### config.mk
export PLATFORM = sky130hd
export DESIGN_NAME = button_click_classifier_core_flat
export DESIGN_NICKNAME = d
export VERILOG_FILES = /design/src/design/bcc_pkg.sv /design/src/design/bcc_stream_if.sv /design/src/design/button_click_classifier_core.sv /design/src/flat_wrapper.sv
export SDC_FILE = /design/constraint.sdc
export NUM_CORES = 1
export LEC_CHECK = 0
export BUFFER_PORTS_ARGS = -buffer_cell sky130_fd_sc_hd__clkbuf_2
export CORE_UTILIZATION = 42
export CTS_CLUSTER_DIAMETER = 50
export DETAILED_ROUTE_END_ITERATION = 16
export GPL_TIMING_DRIVEN = 0
export MAX_ROUTING_LAYER = met4
export PLACE_DENSITY = 0.64
export REMOVE_ABC_BUFFERS = 1
export SETUP_SLACK_MARGIN = 0.05
export SYNTH_ARGS = -nofsm -noshare
export SYNTH_HDL_FRONTEND = slang
export SYNTH_SLANG_ARGS = --single-unit
export TNS_END_PERCENT = 100
### constraint.sdc
create_clock -name clk -period 8.17 [get_ports clk]
set_clock_uncertainty 0.1 [all_clocks]
set_input_delay 1.634 -clock clk [delete_from_list [all_inputs] [get_ports clk]]
set_output_delay 1.634 -clock clk [all_outputs]
set_load 0.03 [all_outputs]
### src/design/bcc_pkg.sv
// shared types and constants for the button click classifier
`default_nettype none

package bcc_pkg;

  // timestamp width inside the block (state registers and elapsed math)
  localparam int TIME_WIDTH_DEFAULT = 32;

  // field widths of the transactions
  localparam int NOW_WIDTH   = 32;
  localparam int EVENT_WIDTH = 2;
  localparam int CFG_WIDTH   = 16;

  // configuration port
  localparam int APB_DATA_WIDTH = 32;
  localparam int APB_ADDR_WIDTH = 3;

  typedef logic [0:0] reg_idx_t;
  localparam reg_idx_t REG_DEBOUNCE     = 1'b0;
  localparam reg_idx_t REG_CLICK_WINDOW = 1'b1;

  localparam logic [CFG_WIDTH-1:0] DEBOUNCE_RESET     = 16'd50;
  localparam logic [CFG_WIDTH-1:0] CLICK_WINDOW_RESET = 16'd400;

  typedef logic [EVENT_WIDTH-1:0] click_event_t;
  localparam click_event_t EV_NONE   = 2'd0;
  localparam click_event_t EV_SINGLE = 2'd1;
  localparam click_event_t EV_DOUBLE = 2'd2;

endpackage

`default_nettype wire

### src/design/bcc_stream_if.sv
// valid/ready stream interfaces for samples and click events
`default_nettype none

interface bcc_in_if
  import bcc_pkg::*;
  ();
  logic                 valid;
  logic                 ready;
  logic                 button_level;
  logic [NOW_WIDTH-1:0] now_ms;

  modport source (output valid, output button_level, output now_ms, input ready);
  modport sink (input valid, input button_level, input now_ms, output ready);
endinterface

interface bcc_out_if
  import bcc_pkg::*;
  ();
  logic         valid;
  logic         ready;
  click_event_t click_event;

  modport source (output valid, output click_event, input ready);
  modport sink (input valid, input click_event, output ready);
endinterface

`default_nettype wire

### src/design/button_click_classifier_core.sv
// button click classifier: debounce, single click and double click detection
//
// Takes one button sample per transaction (pin level plus a free-running
// millisecond timestamp) and returns exactly one click event per sample:
// none, single click or double click. Throughput is one sample per clock
// unless the output stalls; samples pass through the input register, then
// the result register. The rate is set by the phase/timestamp state update
// on the registered sample. Both sides stall together: a sample moves into
// the result register only when that register is empty or being taken.
// debounce_ms (address 0x0) and click_window_ms (address 0x4) are 16-bit
// APB registers; the user must write them only while the block is idle,
// not enforced by the block. All time differences wrap modulo 2^TIME_WIDTH;
// the timestamp is truncated or zero-extended to TIME_WIDTH bits on entry.
`default_nettype none

module button_click_classifier_core
  import bcc_pkg::*;
#(
  parameter int TIME_WIDTH = TIME_WIDTH_DEFAULT
) (
  input  wire logic                      clk,
  input  wire logic                      rst,
  input  wire logic                      psel,
  input  wire logic                      penable,
  input  wire logic                      pwrite,
  input  wire logic [APB_ADDR_WIDTH-1:0] paddr,
  input  wire logic [APB_DATA_WIDTH-1:0] pwdata,
  output logic      [APB_DATA_WIDTH-1:0] prdata,
  output logic                           pready,
  bcc_in_if.sink                         sample,
  bcc_out_if.source                      result
);

  // phase codes
  localparam logic [1:0] PH_RELEASED = 2'd0;
  localparam logic [1:0] PH_PRESSED  = 2'd1;
  localparam logic [1:0] PH_SINGLE   = 2'd2;
  localparam logic [1:0] PH_DOUBLE   = 2'd3;

  // configuration registers
  logic [CFG_WIDTH-1:0] debounce_ms;
  logic [CFG_WIDTH-1:0] click_window_ms;
  reg_idx_t             reg_idx;
  logic                 cfg_write;

  // input register
  logic                  s1_valid;
  logic                  s1_level;
  logic [TIME_WIDTH-1:0] s1_now;

  // classifier state
  logic [1:0]            phase;
  logic [1:0]            phase_next;
  logic [TIME_WIDTH-1:0] press_start;
  logic [TIME_WIDTH-1:0] press_start_next;
  logic [TIME_WIDTH-1:0] release_time;
  logic [TIME_WIDTH-1:0] release_time_next;
  click_event_t          ev_next;

  // result register
  logic         out_valid;
  click_event_t out_event;

  logic                  advance;
  logic                  fire;
  logic [TIME_WIDTH-1:0] since_press;
  logic [TIME_WIDTH-1:0] since_release;
  logic [TIME_WIDTH-1:0] debounce_w;
  logic [TIME_WIDTH-1:0] window_w;

  // ---------------------------------------------------------------- apb port
  assign pready    = 1'b1;
  assign reg_idx   = paddr[2];
  assign cfg_write = psel && penable && pwrite && pready;

  always_ff @(posedge clk) begin
    if (rst) begin
      debounce_ms     <= DEBOUNCE_RESET;
      click_window_ms <= CLICK_WINDOW_RESET;
    end else if (cfg_write) begin
      case (reg_idx)
        REG_DEBOUNCE:     debounce_ms     <= pwdata[CFG_WIDTH-1:0];
        REG_CLICK_WINDOW: click_window_ms <= pwdata[CFG_WIDTH-1:0];
        default: ;
      endcase
    end
  end

  always_comb begin
    case (reg_idx)
      REG_DEBOUNCE:     prdata = APB_DATA_WIDTH'(debounce_ms);
      REG_CLICK_WINDOW: prdata = APB_DATA_WIDTH'(click_window_ms);
      default:          prdata = '0;
    endcase
  end

  // ------------------------------------------------------------ flow control
  // pipeline moves when the result register is free or being drained
  assign advance      = !out_valid || result.ready;
  assign fire         = s1_valid && advance;
  assign sample.ready = !s1_valid || advance;

  always_ff @(posedge clk) begin
    if (rst) begin
      s1_valid <= 1'b0;
    end else if (sample.ready) begin
      s1_valid <= sample.valid;
    end
  end

  always_ff @(posedge clk) begin
    if (sample.ready && sample.valid) begin
      s1_level <= sample.button_level;
      s1_now   <= TIME_WIDTH'(sample.now_ms);
    end
  end

  // -------------------------------------------------------- classifier logic
  // wrapping elapsed times against the latest press and the first release
  assign since_press   = s1_now - press_start;
  assign since_release = s1_now - release_time;
  assign debounce_w    = TIME_WIDTH'(debounce_ms);
  assign window_w      = TIME_WIDTH'(click_window_ms);

  always_comb begin
    phase_next        = phase;
    press_start_next  = press_start;
    release_time_next = release_time;
    ev_next           = EV_NONE;
    case (phase)
      PH_RELEASED: begin
        if (s1_level) begin
          phase_next       = PH_PRESSED;
          press_start_next = s1_now;
        end
      end
      PH_PRESSED: begin
        if (!s1_level) begin
          // a too-short press is dropped as bounce
          if (since_press < debounce_w) begin
            phase_next = PH_RELEASED;
          end else begin
            phase_next        = PH_SINGLE;
            release_time_next = s1_now;
          end
        end
      end
      PH_SINGLE: begin
        // window expiry wins over a late second press
        if (since_press > window_w) begin
          ev_next    = EV_SINGLE;
          phase_next = PH_RELEASED;
        end else if (s1_level && since_release > debounce_w) begin
          phase_next       = PH_DOUBLE;
          press_start_next = s1_now;
        end
      end
      default: begin
        // second press must be held past the debounce time
        if (!s1_level && since_press > debounce_w) begin
          ev_next    = EV_DOUBLE;
          phase_next = PH_RELEASED;
        end
      end
    endcase
  end

  always_ff @(posedge clk) begin
    if (rst) begin
      phase        <= PH_RELEASED;
      press_start  <= '0;
      release_time <= '0;
    end else if (fire) begin
      phase        <= phase_next;
      press_start  <= press_start_next;
      release_time <= release_time_next;
    end
  end

  // ---------------------------------------------------------- result register
  always_ff @(posedge clk) begin
    if (rst) begin
      out_valid <= 1'b0;
    end else if (advance) begin
      out_valid <= s1_valid;
    end
  end

  always_ff @(posedge clk) begin
    if (fire) begin
      out_event <= ev_next;
    end
  end

  assign result.valid       = out_valid;
  assign result.click_event = out_event;

  // --------------------------------------------------------------- assertions
  // any reported click returns the classifier to released
  a_event_releases: assert property (@(posedge clk) disable iff (rst)
    fire && ev_next != EV_NONE |=> phase == PH_RELEASED)
    else $error("click event did not return to released");

  // a single click only comes out of the single-click-seen phase
  a_single_phase: assert property (@(posedge clk) disable iff (rst)
    fire && ev_next == EV_SINGLE |-> phase == PH_SINGLE)
    else $error("single click outside single phase");

  // a double click only comes out of the second-press phase
  a_double_phase: assert property (@(posedge clk) disable iff (rst)
    fire && ev_next == EV_DOUBLE |-> phase == PH_DOUBLE)
    else $error("double click outside second press phase");

  // state only moves when a sample is processed
  a_state_hold: assert property (@(posedge clk) disable iff (rst)
    !fire |=> $stable(phase) && $stable(press_start) && $stable(release_time))
    else $error("classifier state changed without a sample");

  // reserved event code never reaches the output
  a_no_reserved: assert property (@(posedge clk) disable iff (rst)
    result.valid |-> result.click_event <= EV_DOUBLE)
    else $error("reserved click event code on output");

endmodule

`default_nettype wire
### src/flat_wrapper.sv
// flat-port wrapper written by rule: the top's interface ports become plain ports
module button_click_classifier_core_flat import bcc_pkg::*;
#(
  parameter int TIME_WIDTH = TIME_WIDTH_DEFAULT
)
  (clk, rst, psel, penable, pwrite, paddr, pwdata, prdata, pready, sample_valid, sample_button_level, sample_now_ms, sample_ready, result_valid, result_click_event, result_ready);
  bcc_in_if sample_i ();
  bcc_out_if result_i ();
  input  wire logic clk;
  input  wire logic rst;
  input  wire logic psel;
  input  wire logic penable;
  input  wire logic pwrite;
  input  wire logic [APB_ADDR_WIDTH-1:0] paddr;
  input  wire logic [APB_DATA_WIDTH-1:0] pwdata;
  output logic      [APB_DATA_WIDTH-1:0] prdata;
  output logic pready;
  input wire logic [$bits(sample_i.valid)-1:0] sample_valid;
  input wire logic [$bits(sample_i.button_level)-1:0] sample_button_level;
  input wire logic [$bits(sample_i.now_ms)-1:0] sample_now_ms;
  output wire logic [$bits(sample_i.ready)-1:0] sample_ready;
  output wire logic [$bits(result_i.valid)-1:0] result_valid;
  output wire logic [$bits(result_i.click_event)-1:0] result_click_event;
  input wire logic [$bits(result_i.ready)-1:0] result_ready;
  assign sample_i.valid = sample_valid;
  assign sample_i.button_level = sample_button_level;
  assign sample_i.now_ms = sample_now_ms;
  assign sample_ready = sample_i.ready;
  assign result_valid = result_i.valid;
  assign result_click_event = result_i.click_event;
  assign result_i.ready = result_ready;
  button_click_classifier_core #(.TIME_WIDTH(TIME_WIDTH)) u_core (.clk(clk), .rst(rst), .psel(psel), .penable(penable), .pwrite(pwrite), .paddr(paddr), .pwdata(pwdata), .prdata(prdata), .pready(pready), .sample(sample_i), .result(result_i));
endmodule
==> reports/results.txt, run 1 <==
TritonCTS built the clock tree. For this run, the detailed router's first-pass iteration total came to 5. On the critical path the largest part of the delay comes from simple AND/OR/NAND/NOR gates. The port buffer count was 76.

The number of enable-type register cells in the synthesized netlist was 35. The congestion estimate from routability-driven global placement came to 0.918. The run gives 12.6% as the remaining max-slew budget at the tightest pin.

Walking the worst path, the cells encountered are inv_1 > ha_1 > fa_1 > nand2b_1 > a21oi_1 > o21ai_0 > a211o_1 > nand2_1 > xor2_1 > ha_1 > nand4_1 > or4_4 > nor2_4 > a21oi_2 > nor4_2 > o2111ai_1 > or4_1 > or4_1 > o211a_2 > buf_12 > mux2i_1. The run finished with clean final reports. The area of the die is 25,900 um^2, and the post-cts sizing count is 0. Based on the critical path, the design can be clocked at up to 166 MHz. The final HPWL from detailed placement was 22.0 mm. The class of the worst hold path was flop to flop.

Dividing total power by cell area gives a power density of 172 nW/um^2. The root cell of the clock tree is clkbuf_16. The routed design has 28.3 mm of wire. The slowest stage of the critical path belongs to the cell or4_4. The count of synthesis-stage warnings from yosys was 0; the clock-pin slew on the worst setup and hold paths was 0.06 ns. The run gives 0 as the aggregate global routing overflow. For the fill cell instance count of the final layout, the log shows 2,451. The type of the setup path with the least slack was flop to flop. The critical path starts at u_core.s1_now[0].

TritonCTS created 17 clock buffers. With fillers left out, the area of the finished cells amounts to 11,700 um^2. After technology mapping, the gate count stands at 1,337. In this run the count of I/O pins placed on the die edge is 112. The number of buffers between clock root and the deepest sink is 2. The run gives 28.8% as the share of synthesized area occupied by flip-flops and latches.

The area used by multi-input combinational logic is 6740 um^2, and the per-instance average area after synthesis is 7.92 um^2. For the setup slack of the critical path after layout, the log shows 2.16 ns. The number of buffers and inverters on the critical path is 2. The logs give 43.2% for the initial cell density of the core and 0 for the post-CTS repair timing setup buffer count.

The number of max-cap violations was 0. STA classifies the critical path startpoint as a flop. In this run the worst path has a maximum fanout of 22. The count of final max-slew check failures is 0, and the total via count in the routed design is 9,635. The die is 161 um wide. For this run, design rule violations remaining after detail routing come to 0.

Dividing the detail-routed via count by the number of cells gives 5.63. The run gives 0 as the number of hold-slack violations in the final timing report. The worst min-delay path startpoint was u_core.press_start[21].

Final-layout setup total negative slack: 0 ns. The logs give 1,562 for the count of nets after finishing and 4.39 nW for the leakage power. The worst stage delay on the critical path was 0.60 ns; the fraction of the cycle the final worst path needs was 73.6%. The via count of the first global-routing pass came out at 8,781.

The actual slew at the worst max-slew pin was 1.31 ns. The post-placement worst setup slack is 2.20 ns. Setup repair after global routing left no endpoint under its margin. The run gives 0.356 ns as the tightest hold margin. In the synthesized netlist the dominant register cell turns out to be dfxtp_1.

The number of clock sinks is 135. The floorplan step defined a core boundary enclosing 24,500 um^2. Subtracting the final worst setup slack from the clock period gives 6.01 ns. The number of antenna violations at the first check in global routing was 0. The floorplan has 57 rows. Setup violations remaining at the end of the flow were counted as 0. The number of antenna diodes in the final layout is 0.

The H-tree was split into 4 levels. The cell area that synthesis handed to floorplanning was 10,600 um^2. The die outline height came out at 161 um. The number of buffers inserted by hold repair at cts was 0.

The detail route stage leaves a number of antenna-violating nets equal to 0. Category of the worst setup path capture point: a flop. The final routed wire length divided by cell count was 16.5 um. Summing all placed instances gives a cell area of 11,100 um^2.

The arrival time at the worst endpoint came out at 6.22 ns. In this run, the number of DRC markers left after iteration 0 of detailed routing was 570. The growth of design area from synthesis to finish is 10.7%.

The area taken by flip-flops and latches is 3050 um^2, and the count of state elements after synthesis is 135. For the worst setup path, the data required time is 8.38 ns. The global-route wire length before repair was 45.6 mm; the largest voltage drop on the vdd net was 130 uV. Launch instance of the worst register-to-register path: u_core.s1_now[0]. For this run, asynchronously set or reset flops after synthesis account for 0%.

The post-route netlist has 10.4% of its cells at a drive strength greater than 1. Entering global routing, the biggest net connects 72 pins. The synthesized netlist contains 83 unique library cells.

Global routing consumed, over all layers together, 22.9% of the routing resources. Clock latency on the worst-skew pair, taken at its later pin, is 0.43 ns.
[report_power, final]
group          switching [mW]  internal [mW]
clock network           0.322          0.500
logic                   0.284          0.179
registers              0.0229          0.709
total                   0.629           1.39
[layout make-up]
class	instances	area share (%)
Tap cell	324	3.46
Multi-Input combinational cell	1026	57.5
Clock inverter	11	1.13
Clock buffer	21	4.21
Sequential cell	135	26.0
Timing Repair Buffer	83	4.07
Inverter	112	3.59
[per-layer routing]
layer	GRT usage, %	up-vias	routed length (um)
met1	31.0	4539	13700
met2	35.1	211	12800
met5	-	-	0
li1	-	4844	-
met3	3.15	41	1190
met4	7.16	0	635
[cell families (layout without fill, tap and decap cells)]
group / Yosys count / after routing / synth area share (%)
xor+xnor: 40 / 40 / 3.31
mux: 39 / 39 / 3.71
fa+ha+maj: 112 / 112 / 13.4
other cells: 2 / 17 / 0.0709
buf+inv: 191 / 227 / 8.19
compound gates: 394 / 394 / 23.3
simple gates: 424 / 424 / 19.2
flops: 135 / 135 / 28.8
[final timing paths]
kind | endpoint | slack (ns) | cells past startpoint
max reg2reg | u_core.press_start[0] | 2.16 | 21
min | u_core.press_start[21] | 0.36 | 2
max | u_core.press_start[0] | 2.16 | 21
min reg2reg | u_core.press_start[21] | 0.36 | 2
[synth_stat cells, drive strengths merged (3+ instances only)]
master / number / area share [%]
o21bai: 4 / 0.28
a21oi: 145 / 7.0
o211ai: 19 / 1.3
o221ai: 6 / 0.50
nand2b: 11 / 0.65
clkbuf: 40 / 1.4
o2111ai: 6 / 0.50
a211o: 4 / 0.33
o41ai: 3 / 0.25
nor2: 41 / 1.5
xor2: 15 / 1.2
nor3b: 5 / 0.35
o221a: 3 / 0.32
o21a: 21 / 1.5
xnor2: 25 / 2.1
edfxtp: 35 / 9.9
mux2i: 37 / 3.5
nor2b: 11 / 0.65
and3: 5 / 0.30
nor4: 7 / 0.53
dfxtp: 100 / 19
o21ai: 97 / 4.6
a2111oi: 5 / 0.41
or2: 5 / 0.30
nand2: 204 / 7.3
buf: 39 / 2.8
a21o: 32 / 2.3
nand4: 32 / 1.9
or3: 12 / 0.71
a211oi: 14 / 0.99
o311ai: 4 / 0.50
o22ai: 3 / 0.18
and4: 5 / 0.44
ha: 110 / 13
inv: 112 / 4.0
and2: 9 / 0.56
nand3: 48 / 2.3
or4: 6 / 0.46
nor3: 17 / 0.80
a31oi: 4 / 0.24
[tightest hold or removal path: stages, from the launching register on]
cell and delay, ns:
dfxtp_1 0.31, nand2_1 0.05, mux2i_1 0.05
[cell usage in the layout (no fill, tap or decap), types with 35 or more instances in the layout]
cell type  netlist  routed
edfxtp_1        35      35
dfxtp_1        100     100
nor2_1          40      40
mux2i_1         37      37
nand3_1         48      48
inv_1          111     111
o21ai_0         93      93
clkbuf_2         1      76
ha_1           110     110
a21oi_1        142     142
nand2_1        202     202
[flip-flops by register name (all words and copies together), names as in the netlist]
name	flops
u_core.press_start	32
u_core.s1_valid	1
u_core.release_time	32
u_core.s1_now	32
u_core.result.click_event	2
u_core.s1_level	1
u_core.result.valid	1
u_core.click_window_ms	16
u_core.debounce_ms	16
u_core.phase	2
[per-stage QoR]
step	cells	utilization (%)	total power, mW
6_report	1712	47.8	2.02
5_1_grt	1712	47.8	2.12
4_1_cts	1710	47.7	2.03
3_5_place_dp	1678	45.1	1.20
3_3_place_gp	1673	44.8	1.20
2_1_floorplan	1273	-	1.07
Power figures use the tool's default switching activity.
==> run 2: changes to the inputs <==
Settings changed: PLACE_DENSITY 0.64 to 0.67.
Clock period 8.17 ns to 5.5 ns, I/O delays scaled along.
==> run 2 against run 1 <==
Compared with the run above:
- total power is 47% higher
- utilization is 1.3 points higher
- setup slack worse by 1.9 ns
- final area is 2.7% higher
- critical path depth is 2 lower
- sequential power is 49% higher
- global-route usage is 0.28 points higher
==> reports/results.txt, run 2 (synthesis gave the netlist of run 1 again) <==
TritonCTS built the clock tree. 112 I/O pins were placed. The min-delay analysis places its worst path in the category flop to flop. The fill cell instance count of the final layout was 2,384.

For this run, the detailed router's first-pass iteration total came to 5. Internal power comes to 2.01 mW. The wire-length estimate of the detail-placed layout is 22.0 mm. Clock tree synthesis selected as its root buffer the cell clkbuf_16. The most frequent standard cell in the layout excluding fill and tap cells is nand2_1. The floorplan has 57 rows. Number of buffers and inverters on the critical path: 1. Traced cell by cell, the critical path runs through ha_1 > and4_4 > nand2_2 > a211o_1 > and2_4 > o21ai_1 > xor2_1 > ha_1 > nand4_1 > or4_4 > nor2_4 > nor2_1 > o21ai_0 > o2111ai_1 > or4_1 > or4_4 > o211a_4 > buf_16 > mux2i_1. The total via count in the routed design is 9,696, and the chip width is 161 um.

After clock tree synthesis, the clock-pin slew on the worst setup and hold paths is 0.06 ns. The launching element type of the critical path was a flop. The maximum net fanout on the critical path came out at 18. Net switching is 32.2% of the power. The actual slew at the worst max-slew pin came out at 1.31 ns.

Sequential share of power: 36.7%. Dividing the final minimum period by the clock period gives 95.8%. The post-detailed-placement cell area came out at 11,100 um^2. The number of antenna-violating nets in the routed design is 0. The largest registers in the layout are u_core.press_start (32), u_core.release_time (32), u_core.s1_now (32). In this run the tightest slew margin relative to its limit is 12.3%. The smallest clock period supported by the final layout is computed as 5.27 ns. Timing analysis after detailed placement gives a worst setup slack of -0.481 ns. The tools report the count of endpoints failing setup in the final report as 0.

For this design the total switching power over the nets is 0.953 mW. The aggregate global routing overflow was 0. The tools report the part of the total power dissipated in combinational logic as 24.7%. For the setup slack of the critical path after layout, the log shows 0.233 ns. The core region area was 24,500 um^2; the leakage power was 4.47 nW. For the clock share of power, the log shows 38.6%. The floorplan step defined a die boundary enclosing 25,900 um^2. The required time at the endpoint of the critical path was 5.71 ns. The logs give 0.916 for the routability congestion estimate from global placement and 0 for the final routed DRC violation total. 0 antenna diodes ended up in the layout. Category of the worst setup path capture point: a flop.

The tools report the number of antenna violations at the first check in global routing as 0. For the area of all placed cells without fillers, the log shows 12,000 um^2. The number of violations reported at the end of detailed-routing iteration 0 was 741; the sum of routed wire length over all layers was 29.2 mm.

On the worst path, the slowest cell contributes a delay of 0.53 ns. Entering global routing, the biggest net connects 72 pins. The die is 161 um tall. The flow ran to the end, and the final reports show no timing, DRC or antenna violations. The CTS H-tree depth is 4.

Kind of cell adding the most delay to the critical path: simple AND/OR/NAND/NOR gates. For this design, the slowest cell found on the critical path is or4_1. The share of cells above drive strength 1 works out to 13.2%.

The growth of design area from synthesis to finish is 13.7%, and the area used by multi-input combinational logic is 6960 um^2. The number of clock sinks was 135. The number of max-cap violations is 0. The port buffer count works out to 76.

The count of nets after finishing is 1,578. In the layout the commonest cells are nand2_1 (201), a21oi_1 (137), inv_1 (110). Counting the buffers created by CTS gives 17. The via count of the first global-routing pass was 8,751; the arrival time at the worst endpoint was 5.47 ns. Count of final max-slew check failures: 0. Across every metal layer, demand over resource in global routing totals 23.1%. The logs give 43.2% for the initial cell density of the core and 45.8 mm for the global-route wire length before repair.

Across the VDD grid, the largest voltage drop is 181 uV. The type of the setup path with the least slack was flop to flop. Dividing the detail-routed wire length by the instance count gives 16.9 um. Setup repair after global routing left no endpoint under its margin. Summing all flip-flop and latch instances after layout gives 3050 um^2. The run gives 49.1% as the final core utilization. The number of hold-slack violations in the final timing report is 0. For this run, the top clock speed supported by timing is 190 MHz. No sink is reached through more buffers than the 2 on the longest clock path.

The later pin in the worst-skew pair is clocked with a latency of 0.43 ns. Power spread over the standard cell area amounts to 246 nW/um^2. Dividing the detail-routed via count by the number of cells gives 5.61.
[run 2: changes by cell type in the layout (fill, tap and decap cells not counted), moves of 5 or more]
cell / change
a21oi_1: -5
buf_4: +16
ha_1: -8
ha_4: +6
[run 2: metrics by stage]
stage | hold WS [ns] | cells | TNS [ns] | power, mW
global placement | 0.343 | 1673 | -63.14 | 1.78
floorplan | 0.330 | 1273 | -0.0302 | 1.59
detailed placement | 0.348 | 1677 | -12.69 | 1.79
finish | 0.356 | 1728 | 0 | 2.96
global route | 0.368 | 1728 | 0 | 3.11
CTS | 0.356 | 1717 | 0 | 2.95
[run 2: repair_timing]
action | 4_1_cts | 5_1_grt
setup buffers | 8 | 10
gates resized for setup | 20 | 22
pin swaps | 6 | 13
endpoints found under the setup margin | 66 | 66
hold buffers | 0 | 0
[run 2: final timing paths]
check                         from                     to  slack [ns]  cells after the start
max               u_core.s1_now[6]  u_core.press_start[0]        0.23                     19
min          u_core.press_start[8]  u_core.press_start[8]        0.36                      2
max reg2reg       u_core.s1_now[6]  u_core.press_start[0]        0.23                     19
min reg2reg  u_core.press_start[8]  u_core.press_start[8]        0.36                      2
[run 2: power by group through the flow]
stage	Clock [mW]	Combinational (mW)	Sequential, mW
after floorplan	0	0.496	1.09
after global placement	0	0.670	1.11
after detailed placement	0	0.684	1.11
after CTS	1.16	0.704	1.09
after global routing	1.21	0.811	1.09
final	1.14	0.731	1.09
[run 2: layout make-up]
cell class	instances	share of cell area (%)
inverters	112	3.49
clock buffers	18	3.56
clock inverters	14	1.25
multi-input cells	1026	57.8
flip-flops and latches	135	25.4
well taps	324	3.37
repair buffers	99	5.20
[run 2: per-layer routing]
metal  part of all wire [%]  wire (um)  track usage [%]  vias up
li1                       -          -                -     4878
met1                     47      13700             30.8     4548
met2                     46      13300             36.1      236
met3                    4.9       1420             3.10       34
met4                    2.5        728             7.63        0
met5                      0          0                -        -
[run 2: tightest hold or removal path, cell delays in order (launching register included)]
cell	delay, ns
dfxtp_1	0.31
nand2_1	0.05
mux2i_1	0.05
